`src/rtl/core/tvf_pkg.sv`:
```
`timescale 1ns / 1ps
// tvf_pkg: shared widths, register indexes and payload types for the volume fade ramp.
// No dependencies.
package tvf_pkg;

	localparam int TIME_BITS   = 24;
	localparam int VOLUME_BITS = 16;
	localparam int CFG_IDX_BITS = 3;
	localparam int CFG_DATA_BITS = TIME_BITS;
	localparam int PROD_BITS   = TIME_BITS + VOLUME_BITS;

	// configuration register indexes
	localparam logic [CFG_IDX_BITS-1:0] REG_START_TIME  = 3'd0;
	localparam logic [CFG_IDX_BITS-1:0] REG_END_TIME    = 3'd1;
	localparam logic [CFG_IDX_BITS-1:0] REG_TARGET_VOL  = 3'd2;
	localparam logic [CFG_IDX_BITS-1:0] REG_END_ACTION  = 3'd3;
	localparam logic [CFG_IDX_BITS-1:0] REG_REMOVE_DONE = 3'd4;

	// player status and action codes
	localparam logic [1:0] STATUS_PLAYING = 2'd0;
	localparam logic [1:0] STATUS_BLOCKED = 2'd1;
	localparam logic [1:0] ACTION_NONE    = 2'd0;
	localparam logic [1:0] ACTION_RSVD    = 2'd3;

	localparam logic [VOLUME_BITS-1:0] VOLUME_FULL = VOLUME_BITS'(32768);

	typedef struct packed {
		logic [TIME_BITS-1:0]   play_position;
		logic [1:0]             player_status;
		logic [VOLUME_BITS-1:0] source_volume;
	} tvf_in_t;

	typedef struct packed {
		logic                   volume_write;
		logic [VOLUME_BITS-1:0] volume_value;
		logic [1:0]             action;
		logic                   keep;
		logic                   is_active;
	} tvf_out_t;

endpackage

```
`src/rtl/core/timed_volume_fade_ramp.sv`:
```
`timescale 1ns / 1ps
// timed_volume_fade_ramp: timed linear volume fade, one result item per tick item.
// An accepted tick goes through PREP, MUL, DIV and FIN while a fade is active with a nonzero
// duration (the serial divider makes one quotient bit per cycle in DIV); PREP and FIN otherwise.
// A new tick is taken only after the previous one has left FIN; in_ready is high
// only while the sequencer is idle. A result may wait in the output register.
// Reset: asynchronous, clears the fade state and loads register defaults.
// Depends on tvf_pkg and tvf_div.
module timed_volume_fade_ramp (
	input  logic                               clk,
	input  logic                               arst_n,
	input  logic                               in_valid,
	output logic                               in_ready,
	input  tvf_pkg::tvf_in_t                   in_data,
	output logic                               out_valid,
	input  logic                               out_ready,
	output tvf_pkg::tvf_out_t                  out_data,
	input  logic                               cfg_valid,
	output logic                               cfg_ready,
	input  logic [tvf_pkg::CFG_IDX_BITS-1:0]   cfg_index,
	input  logic [tvf_pkg::CFG_DATA_BITS-1:0]  cfg_data
);

	localparam int VB = tvf_pkg::VOLUME_BITS;
	localparam int TB = tvf_pkg::TIME_BITS;

	localparam logic [2:0] ST_IDLE = 3'd0;
	localparam logic [2:0] ST_PREP = 3'd1;
	localparam logic [2:0] ST_MUL  = 3'd2;
	localparam logic [2:0] ST_DIV  = 3'd3;
	localparam logic [2:0] ST_FIN  = 3'd4;

	logic [2:0]    state_q;

	// configuration
	logic [TB-1:0] start_time_q;
	logic [TB-1:0] end_time_q;
	logic [VB-1:0] target_q;
	logic [1:0]    end_action_q;
	logic          remove_q;

	// fade state
	logic          active_q;
	logic [VB-1:0] start_vol_q;
	logic [VB-1:0] last_vol_q;

	// per-item working registers
	logic [TB-1:0] pos_q;
	logic          running_q;
	logic [TB-1:0] elapsed_q;
	logic [TB-1:0] dur_q;
	logic [VB-1:0] diff_q;
	logic          down_q;
	logic          zero_dur_q;

	tvf_pkg::tvf_out_t out_q;
	logic              out_valid_q;

	logic          in_acc;
	logic          running_in;
	logic          arm;
	logic          div_start;
	logic          div_busy;
	logic [VB-1:0] quotient;
	logic [VB-1:0] value;
	logic          out_free;
	logic          finish;
	tvf_pkg::tvf_out_t res;

	assign in_ready  = (state_q == ST_IDLE);
	assign in_acc    = in_valid & in_ready;
	assign cfg_ready = 1'b1;
	assign out_free  = ~out_valid_q | out_ready;

	assign running_in = (in_data.player_status == tvf_pkg::STATUS_PLAYING) ||
	                    (in_data.player_status == tvf_pkg::STATUS_BLOCKED);
	assign arm = ~active_q & running_in & (in_data.play_position >= start_time_q);

	assign div_start = (state_q == ST_MUL);

	tvf_div u_div (
		.clk      (clk),
		.arst_n   (arst_n),
		.start    (div_start),
		.diff     (diff_q),
		.elapsed  (elapsed_q),
		.divisor  (dur_q),
		.busy     (div_busy),
		.quotient (quotient)
	);

	always_comb begin
		if (zero_dur_q) begin
			value = target_q;
		end else if (down_q) begin
			value = start_vol_q - quotient;
		end else begin
			value = start_vol_q + quotient;
		end
	end

	assign finish = active_q & running_q & (pos_q > end_time_q);

	always_comb begin
		res.volume_write = 1'b0;
		res.volume_value = '0;
		res.action       = tvf_pkg::ACTION_NONE;
		res.keep         = 1'b1;
		res.is_active    = active_q;
		if (active_q && value != last_vol_q) begin
			res.volume_write = 1'b1;
			res.volume_value = value;
		end
		if (finish) begin
			res.volume_write = 1'b1;
			res.volume_value = target_q;
			res.action       = (end_action_q == tvf_pkg::ACTION_RSVD) ?
			                   tvf_pkg::ACTION_NONE : end_action_q;
			res.keep         = remove_q;
			res.is_active    = 1'b0;
		end
	end

	// sequencer
	always_ff @(posedge clk or negedge arst_n) begin
		if (!arst_n) begin
			state_q <= ST_IDLE;
		end else begin
			case (state_q)
				ST_IDLE: begin
					if (in_acc) state_q <= ST_PREP;
				end
				ST_PREP: begin
					// nothing to interpolate when inactive or the end time is not after the start time
					if (active_q && (end_time_q > start_time_q)) state_q <= ST_MUL;
					else state_q <= ST_FIN;
				end
				ST_MUL: begin
					state_q <= ST_DIV;
				end
				ST_DIV: begin
					if (!div_busy) state_q <= ST_FIN;
				end
				ST_FIN: begin
					if (out_free) state_q <= ST_IDLE;
				end
				default: begin
					state_q <= ST_IDLE;
				end
			endcase
		end
	end

	// fade state and config
	always_ff @(posedge clk or negedge arst_n) begin
		if (!arst_n) begin
			active_q     <= 1'b0;
			start_vol_q  <= '0;
			last_vol_q   <= '0;
			start_time_q <= '0;
			end_time_q   <= '0;
			target_q     <= tvf_pkg::VOLUME_FULL;
			end_action_q <= tvf_pkg::ACTION_NONE;
			remove_q     <= 1'b1;
		end else begin
			if (in_acc && arm) begin
				active_q    <= 1'b1;
				start_vol_q <= in_data.source_volume;
				last_vol_q  <= in_data.source_volume;
			end
			if (state_q == ST_FIN && out_free) begin
				if (active_q && value != last_vol_q) last_vol_q <= value;
				if (finish) active_q <= 1'b0;
			end
			if (cfg_valid && cfg_ready) begin
				case (cfg_index)
					tvf_pkg::REG_START_TIME:  start_time_q <= cfg_data[TB-1:0];
					tvf_pkg::REG_END_TIME:    end_time_q   <= cfg_data[TB-1:0];
					tvf_pkg::REG_TARGET_VOL:  target_q     <= cfg_data[VB-1:0];
					tvf_pkg::REG_END_ACTION:  end_action_q <= cfg_data[1:0];
					tvf_pkg::REG_REMOVE_DONE: remove_q     <= cfg_data[0];
					default: begin
					end
				endcase
			end
		end
	end

	// item working registers
	always_ff @(posedge clk) begin
		if (in_acc) begin
			pos_q     <= in_data.play_position;
			running_q <= running_in;
		end
		if (state_q == ST_PREP) begin
			zero_dur_q <= (end_time_q <= start_time_q);
			dur_q      <= end_time_q - start_time_q;
			if (pos_q <= start_time_q) begin
				elapsed_q <= '0;
			end else if (pos_q >= end_time_q) begin
				elapsed_q <= end_time_q - start_time_q;
			end else begin
				elapsed_q <= pos_q - start_time_q;
			end
			down_q <= (start_vol_q > target_q);
			diff_q <= (start_vol_q > target_q) ? (start_vol_q - target_q) :
			                                     (target_q - start_vol_q);
		end
	end

	// output register
	always_ff @(posedge clk or negedge arst_n) begin
		if (!arst_n) begin
			out_valid_q <= 1'b0;
		end else if (state_q == ST_FIN && out_free) begin
			out_valid_q <= 1'b1;
		end else if (out_ready) begin
			out_valid_q <= 1'b0;
		end
	end

	always_ff @(posedge clk) begin
		if (state_q == ST_FIN && out_free) out_q <= res;
	end

	assign out_valid = out_valid_q;
	assign out_data  = out_q;

endmodule

```
`src/rtl/core/tvf_div.sv`:
```
`timescale 1ns / 1ps
// tvf_div: multiply-then-divide unit, one restoring quotient bit per cycle.
// Depends on tvf_pkg.
module tvf_div (
	input  logic                            clk,
	input  logic                            arst_n,
	input  logic                            start,
	input  logic [tvf_pkg::VOLUME_BITS-1:0] diff,
	input  logic [tvf_pkg::TIME_BITS-1:0]   elapsed,
	input  logic [tvf_pkg::TIME_BITS-1:0]   divisor,
	output logic                            busy,
	output logic [tvf_pkg::VOLUME_BITS-1:0] quotient
);

	localparam int CNT_BITS = $clog2(tvf_pkg::VOLUME_BITS + 1);

	logic [tvf_pkg::PROD_BITS-1:0]   prod;
	logic [tvf_pkg::TIME_BITS-1:0]   rem_q;
	logic [tvf_pkg::VOLUME_BITS-1:0] quo_q;
	logic [CNT_BITS-1:0]             cnt_q;
	logic [tvf_pkg::TIME_BITS:0]     shifted;
	logic [tvf_pkg::TIME_BITS:0]     diffd;
	logic                            ge;

	// elapsed <= divisor, so the quotient fits in VOLUME_BITS and the
	// upper product bits start below the divisor
	assign prod = tvf_pkg::PROD_BITS'(diff) * tvf_pkg::PROD_BITS'(elapsed);

	assign shifted = {rem_q, quo_q[tvf_pkg::VOLUME_BITS-1]};
	assign diffd   = shifted - {1'b0, divisor};
	assign ge      = ~diffd[tvf_pkg::TIME_BITS];

	always_ff @(posedge clk or negedge arst_n) begin
		if (!arst_n) begin
			cnt_q <= '0;
		end else if (start) begin
			cnt_q <= CNT_BITS'(tvf_pkg::VOLUME_BITS);
		end else if (cnt_q != '0) begin
			cnt_q <= cnt_q - 1'b1;
		end
	end

	always_ff @(posedge clk) begin
		if (start) begin
			rem_q <= prod[tvf_pkg::PROD_BITS-1:tvf_pkg::VOLUME_BITS];
			quo_q <= prod[tvf_pkg::VOLUME_BITS-1:0];
		end else if (cnt_q != '0) begin
			rem_q <= ge ? diffd[tvf_pkg::TIME_BITS-1:0] : shifted[tvf_pkg::TIME_BITS-1:0];
			quo_q <= {quo_q[tvf_pkg::VOLUME_BITS-2:0], ge};
		end
	end

	assign busy     = (cnt_q != '0);
	assign quotient = quo_q;

endmodule

```
`config.mk`:
```
export PLATFORM = sky130hd
export DESIGN_NAME = timed_volume_fade_ramp
export DESIGN_NICKNAME = d
export VERILOG_FILES = /design/src/rtl/core/tvf_pkg.sv /design/src/rtl/core/timed_volume_fade_ramp.sv /design/src/rtl/core/tvf_div.sv
export SDC_FILE = /design/constraint.sdc
export NUM_CORES = 2
export LEC_CHECK = 0
export BUFFER_PORTS_ARGS = -buffer_cell sky130_fd_sc_hd__buf_2
export CAP_MARGIN = 15
export CORE_UTILIZATION = 55
export CTS_CLUSTER_SIZE = 30
export DETAILED_ROUTE_END_ITERATION = 12
export PLACE_DENSITY = 0.72
export SLEW_MARGIN = 20
export SYNTH_ARGS = -nofsm -noshare
export SYNTH_HDL_FRONTEND = slang
export SYNTH_HIERARCHICAL = 1
export SYNTH_SLANG_ARGS = --single-unit
```
`constraint.sdc`:
```
create_clock -name clk -period 12.35 [get_ports clk]
set_clock_uncertainty 0.15 [all_clocks]
set_input_delay 0 -clock clk [delete_from_list [all_inputs] [get_ports clk]]
set_output_delay 0 -clock clk [all_outputs]
set_load 0.01 [all_outputs]
```
# [Word-level counts from Yosys, hierarchy flattened]
# Cells that the tools add are included.
[totals] regBits=261 input_bits=74 output_inout_bits=24 wordCells=110
[classes] n_addsub=8 n_mul=1 n_lt_le_gt_ge=7 n_eq_ne=14 muxes=27 bitwise_logic=10 n_reduce_logical=18
[ops] op="two-way mux 16 bit" count=8
[ops] op="two-way mux 24 bit" count=4
[ops] op="greater-or-equal comparator 24 bit" count=2
[ops] op="greater-than comparator 24 bit" count=2
[ops] op="less-or-equal comparator 24 bit" count=2
[ops] op="subtractor 16 bit" count=3
[ops] op="subtractor 24 bit" count=2
[ops] op="multiplier 16 x 24 -> 40 bit" count=1
[ops] op="subtractor 25 x 24 -> 25 bit" count=1
[ops] op="two-way mux 20 bit" count=1
[ops] op="two-way mux 17 bit" count=1
[ops] op="adder 16 bit" count=1
[ops] op="greater-than comparator 16 bit" count=1
[ops] op="!= test 16 bit" count=1
[ops] op="case mux 3 bit (5 select lines)" count=1
[ops] op="== test 3 x 2 -> 1 bit (second input constant)" count=4
[ops] op="two-way mux 3 bit" count=4
[ops] op="two-way mux 5 bit" count=2
[ops] op="AND reduction 2 bit" count=5
[ops] op="== test 3 x 1 -> 1 bit (second input constant)" count=2
[ops] op="== test 3 bit (second input constant)" count=2
[ops] op="logical NOT 3 bit" count=2
[ops] op="bitwise AND 1 bit" count=5
[ops] op="two-way mux 1 bit" count=5
[ops] op="15 further kinds" count=23

# [Logic depth before layout (Yosys ltp)]
[depth] ltp_word=8 depth_mapped=25 mapped_depth_nobuf=23

# [Cells and area by module]
# Netlist, hierarchy kept.
[by_module_without_submodules] mod="tvf_div" instances=1 cells_per_inst=1779 area_per_inst_um2=15690.0 seq_area_each_um2=1326.3
[by_module_without_submodules] mod="timed_volume_fade_ramp" instances=1 cells_per_inst=1507 area_per_inst_um2=14720.4 seq_area_each_um2=5968.2

# [Worst setup path before layout]
# OpenSTA, ideal clock, no wires.
[synth_path] path_type="register to register" from="register elapsed_q[11]" to="register u_div/rem_q[16] (netlist name) (data pin)" setup_time_ns=0.261 arrival_time_ns=5.852 required_ns=11.939 path_slack_ns=6.087 stages_incl_launch_ff=22 n_path_buf=1 period_less_slack_ns=6.263 path_cell_list="edfxtp_1 clkbuf_1 nand2_1 fa_1 fa_1 fa_1 inv_1 fa_1 fa_1 inv_1 fa_1 inv_1 ha_1 and3_1 a221oi_2 o221a_2 a221oi_1 nor4_1 nor4b_1 a2111oi_1 xor2_1 mux2i_1"
[synth_between] elab_chain_cells=2
[synth_rtl] element="start: declaration" line="timed_volume_fade_ramp.sv:50" text="logic [TB-1:0] elapsed_q;"
[synth_rtl] element="start signal: assignment" line="timed_volume_fade_ramp.sv:201" text="elapsed_q <= end_time_q - start_time_q;"
[synth_rtl] element="start signal: assignment" line="timed_volume_fade_ramp.sv:203" text="elapsed_q <= pos_q - start_time_q;"
[synth_rtl] element="multiplier 16 x 24 -> 40 bit" line="tvf_div.sv:27" text="assign prod = tvf_pkg::PROD_BITS'(diff) * tvf_pkg::PROD_BITS'(elapsed);"
[synth_rtl] element="two-way mux 24 bit" line="tvf_div.sv:44" text="if (start) begin"
[synth_rtl] element="end signal: assignment" line="tvf_div.sv:45" text="rem_q <= prod[tvf_pkg::PROD_BITS-1:tvf_pkg::VOLUME_BITS];"
[synth_rtl] element="end signal: assignment" line="tvf_div.sv:48" text="rem_q <= ge ? diffd[tvf_pkg::TIME_BITS-1:0] : shifted[tvf_pkg::TIME_BITS-1:0];"
[synth_rtl] element="end: declaration" line="tvf_div.sv:18" text="logic [tvf_pkg::TIME_BITS-1:0] rem_q;"
# Every way passes these cells.
# A chain may end at the register's enable or synchronous reset.

# [Worst setup path after layout]
[layout_path] from="register diff_q[1]" to="register u_div/rem_q[16] (netlist name) (data pin)"
[layout_between] elab_chain_cells=2
[layout_rtl] element="start: declaration" line="timed_volume_fade_ramp.sv:52" text="logic [VB-1:0] diff_q;"
[layout_rtl] element="start signal: assignment" line="timed_volume_fade_ramp.sv:206" text="diff_q <= (start_vol_q > target_q) ? (start_vol_q - target_q) :"
[layout_rtl] element="multiplier 16 x 24 -> 40 bit" line="tvf_div.sv:27"
[layout_rtl] element="two-way mux 24 bit" line="tvf_div.sv:44"
# Every way passes these cells.

==> results.ini <==
[synthesis]
synthArstFlopShare = 0.4176
synth_area_in_compound_gates = 0.1271
yosys-mux-area-fraction = 0.04061
synth.yosys.seq_area_share = 0.2399
post_synth_fa_ha_maj_area_fraction = 0.3210
post_synth_xor_xnor_area = 0.04320
yosys_reg_bits = 261
post_synth_and_or_nand_nor_area_fraction = 0.1480
synth.cell_area_um2 = 30410
synth_cell_type_count = 92
yosysWarningCount = 6
number_of_synthesized_flops_with_an_enable_pin = 152
number_of_instances_in_the_synthesized_netlist = 3286
synth_fp_nets = 3953
synth.avg_cell_area_um2 = 9.255
postSynth.topFlopCell = sky130_fd_sc_hd__edfxtp_1
synth_top_family_by_area = adder cells

[floorplanning]
initial_standard_cell_utilization_of_the_core = 0.5607
fp.dieH_um = 237.1
placement_rows = 85
io_pins = 98
core_um2 = 54240
design.die.area_um2 = 56240
die_width_um = 237.1

[routing]
drc_errors = 0
wl_um = 80230
drtAntennaViolNets = 0
drt-pass1-iter-count = 5
drt-wirelength-per-cell_um = 19.58
vias_after_detailed_routing = 24060
post_drt_via_cell_ratio = 5.871
drt_first_iter_violations = 1820

[placed_design]
dpl.hpwl_um = 60670
gp_congestion = 0.9448
buffer_ports.inserted = 95

[clock_network]
postCtsSetupBuffers = 0
worst_setup_hold_path_clk_slew_ns = 0.07
num_cts_buffers = 27
worstSkewPairLatency_ns = 0.57
numClockSinks = 261
max-clock-path-buffers = 3
tritoncts = done
number_of_hold_buffers_added_after_cts = 83
number_of_gates_resized_after_cts = 0
cts_root_buffer = sky130_fd_sc_hd__clkbuf_16
htree_levels = 1

[grt]
grt_pass1_vias = 24490
global_route.usage.total = 0.2888
grt_max_degree = 77
total_gr_overflow = 0
number_of_antenna_violations_at_the_first_check_in_global_routing = 0
grt_pass1_wl_um = 129600

[min_path]
min-delay-path-class = in2reg
holdPathStages = 2

[setup_path]
worst-r2r-cell-count = 22
critical_path_capture_point_type = register
timing_worst_setup_path_type = reg2reg
worstPathMaxFanout = 24
required_ns = 12.50
worst_setup_path_start_kind = register
critPathArrivalTime_ns = 7.70

[sta]
timing.final.hold_violations = 0
tightest_slew_ns = 1.063
timing.max_slew.rel_slack = 0.2877
grt_setup_unrepaired = no
total_negative_setup_slacks_ns = 0
post-route-period-util = 0.6113
max_clock_freq_mhz = 132.5
timing.final.crit_period_ns = 7.549
slew_violations = 0
setup_viol = 0

[run_status]
outcome = completed

[final_layout]
finish.net_count = 4048
flow.area_growth_from_synthesis_pct = 9.118
num_antenna_cells = 0
filler_cells = 4471
final_layout_size_suffix_gt1_frac = 0.06937

[run]
max-cap-violations = 0

-- cell families after synthesis --
family	Yosys count
buffers and inverters	634
AO/OA/AOI/OAI	600
flip-flops	261
multiplexers	118
other	1
adder cells (fa/ha/maj)	593
AND/OR/NAND/NOR	929
XOR/XNOR	150
-- metal layers --
layer / share of wire / global-route usage
met1: 0.45 / 0.4106
met2: 0.46 / 0.4725
met3: 0.061 / 0.02903
met4: 0.026 / 0.07937
met5: 0 / 0
-- worst paths after layout --
| check | start | to | slack, ns |
|---|---|---|---|
| setup / recovery | diff_q[1] | u_div/rem_q[16] | 4.80 |
| hold / removal | in_data[29] | pos_q[11] | 0.02 |
| setup reg to reg | diff_q[1] | u_div/rem_q[16] | 4.80 |
| hold reg to reg | u_div/cnt_q[4] | u_div/cnt_q[4] | 0.38 |
| max in group asynchronous | arst_n | start_time_q[16] | 10.86 |
| min in group asynchronous | arst_n | target_q[15] | 0.43 |
-- cell type report --
cell class,count,area [um2],area share
Timing Repair Buffer,195,1450,0.04370
Tap cell,696,870.8,0.02624
Sequential cell,261,7295,0.2198
Inverter,505,1896,0.05712
Clock buffer,31,733.2,0.02210
Multi-Input combinational cell,2391,20740,0.6251
Clock inverter,19,195.2,0.005882
-- layout by cell type, fill, tap and decap left out, types with 19 or more instances in the layout --
cell                            Yosys  layout
sky130_fd_sc_hd__inv_1            503     503
sky130_fd_sc_hd__nand2_1          389     389
sky130_fd_sc_hd__fa_1             312     312
sky130_fd_sc_hd__ha_1             281     281
sky130_fd_sc_hd__and2_1           163     163
sky130_fd_sc_hd__edfxtp_1         152     152
sky130_fd_sc_hd__a21oi_1          148     148
sky130_fd_sc_hd__o21ai_0          148     148
sky130_fd_sc_hd__nor2_1           128     127
sky130_fd_sc_hd__dfrtp_1          107     107
sky130_fd_sc_hd__xnor2_1           98      98
sky130_fd_sc_hd__buf_2              3      94
sky130_fd_sc_hd__dlygate4sd3_1      0      82
sky130_fd_sc_hd__mux2i_1           78      78
sky130_fd_sc_hd__a21o_1            72      72
sky130_fd_sc_hd__xor2_1            52      52
sky130_fd_sc_hd__mux2_2            38      38
sky130_fd_sc_hd__nor3_1            37      35
sky130_fd_sc_hd__nor2b_1           34      34
sky130_fd_sc_hd__nand3_1           34      34
sky130_fd_sc_hd__nand4_1           34      34
sky130_fd_sc_hd__a211oi_1          30      30
sky130_fd_sc_hd__nand2b_1          30      29
sky130_fd_sc_hd__clkbuf_16          0      29
sky130_fd_sc_hd__o22ai_1           26      26
sky130_fd_sc_hd__a31oi_1           19      19
-- through the flow --
step | utilization | area, um2 | setup WS, ns | hold slack [ns] | std cells
after global placement | 0.5791 | 31410 | 5.019 | -0.1661 | 3965
final | 0.6118 | 33180 | 4.801 | 0.02493 | 4098
after CTS | 0.6117 | 33180 | 4.912 | 0.002851 | 4098
after detailed placement | 0.5791 | 31410 | 4.926 | -0.1597 | 3965
after global routing | 0.6118 | 33180 | 4.571 | 0.01311 | 4098
after floorplan | - | 30410 | 6.087 | -0.4456 | 3286
-- synth_stat cells, drive strengths merged, types with 20 or more instances --
master,count,area share
mux2i,78,0.026
nor2,128,0.016
a211oi,31,0.0078
a21oi,150,0.025
xnor2,98,0.028
clkbuf,119,0.015
nand2b,30,0.0062
xor2,52,0.015
edfxtp,152,0.15
nor2b,34,0.0070
and2,163,0.034
nor3,37,0.0061
mux2,40,0.015
a31oi,20,0.0043
a21o,72,0.018
ha,281,0.12
nand2,389,0.048
fa,312,0.21
nand3,34,0.0056
nand4,34,0.0070
o21ai,164,0.027
o22ai,26,0.0053
inv,503,0.062
dfrtp,107,0.088
-- sequential cells by signal (all words and copies together), names as in the netlist, 5 cells and up --
signal and flops:
diff_q 16, u_div/cnt_q 5, u_div/rem_q 24, dur_q 24, pos_q 24, last_vol_q 16
start_vol_q 16, elapsed_q 24, target_q 16, end_time_q 24, start_time_q 24, out_data 21
u_div/quotient 16
-- worst max-delay path: stages, from the launching register on --
cell	delay [ns]
sky130_fd_sc_hd__edfxtp_1	0.99
sky130_fd_sc_hd__nand2_1	0.18
sky130_fd_sc_hd__fa_1	0.57
sky130_fd_sc_hd__inv_1	0.06
sky130_fd_sc_hd__fa_1	0.55
sky130_fd_sc_hd__inv_1	0.07
sky130_fd_sc_hd__fa_1	0.50
sky130_fd_sc_hd__inv_1	0.06
sky130_fd_sc_hd__fa_1	0.51
sky130_fd_sc_hd__fa_1	0.51
sky130_fd_sc_hd__inv_1	0.05
sky130_fd_sc_hd__fa_1	0.47
sky130_fd_sc_hd__inv_1	0.04
sky130_fd_sc_hd__ha_1	0.39
sky130_fd_sc_hd__nand3_1	0.13
sky130_fd_sc_hd__nor3_1	0.50
sky130_fd_sc_hd__a21oi_1	0.18
sky130_fd_sc_hd__a221oi_1	0.51
sky130_fd_sc_hd__nor4_1	0.11
sky130_fd_sc_hd__nor4b_1	0.34
sky130_fd_sc_hd__a2111oi_1	0.12
sky130_fd_sc_hd__xor2_1	0.17
sky130_fd_sc_hd__mux2i_1	0.11
Power is not shown: default switching activity piles up to over one toggle a cycle in this logic, so the estimate is an artifact.
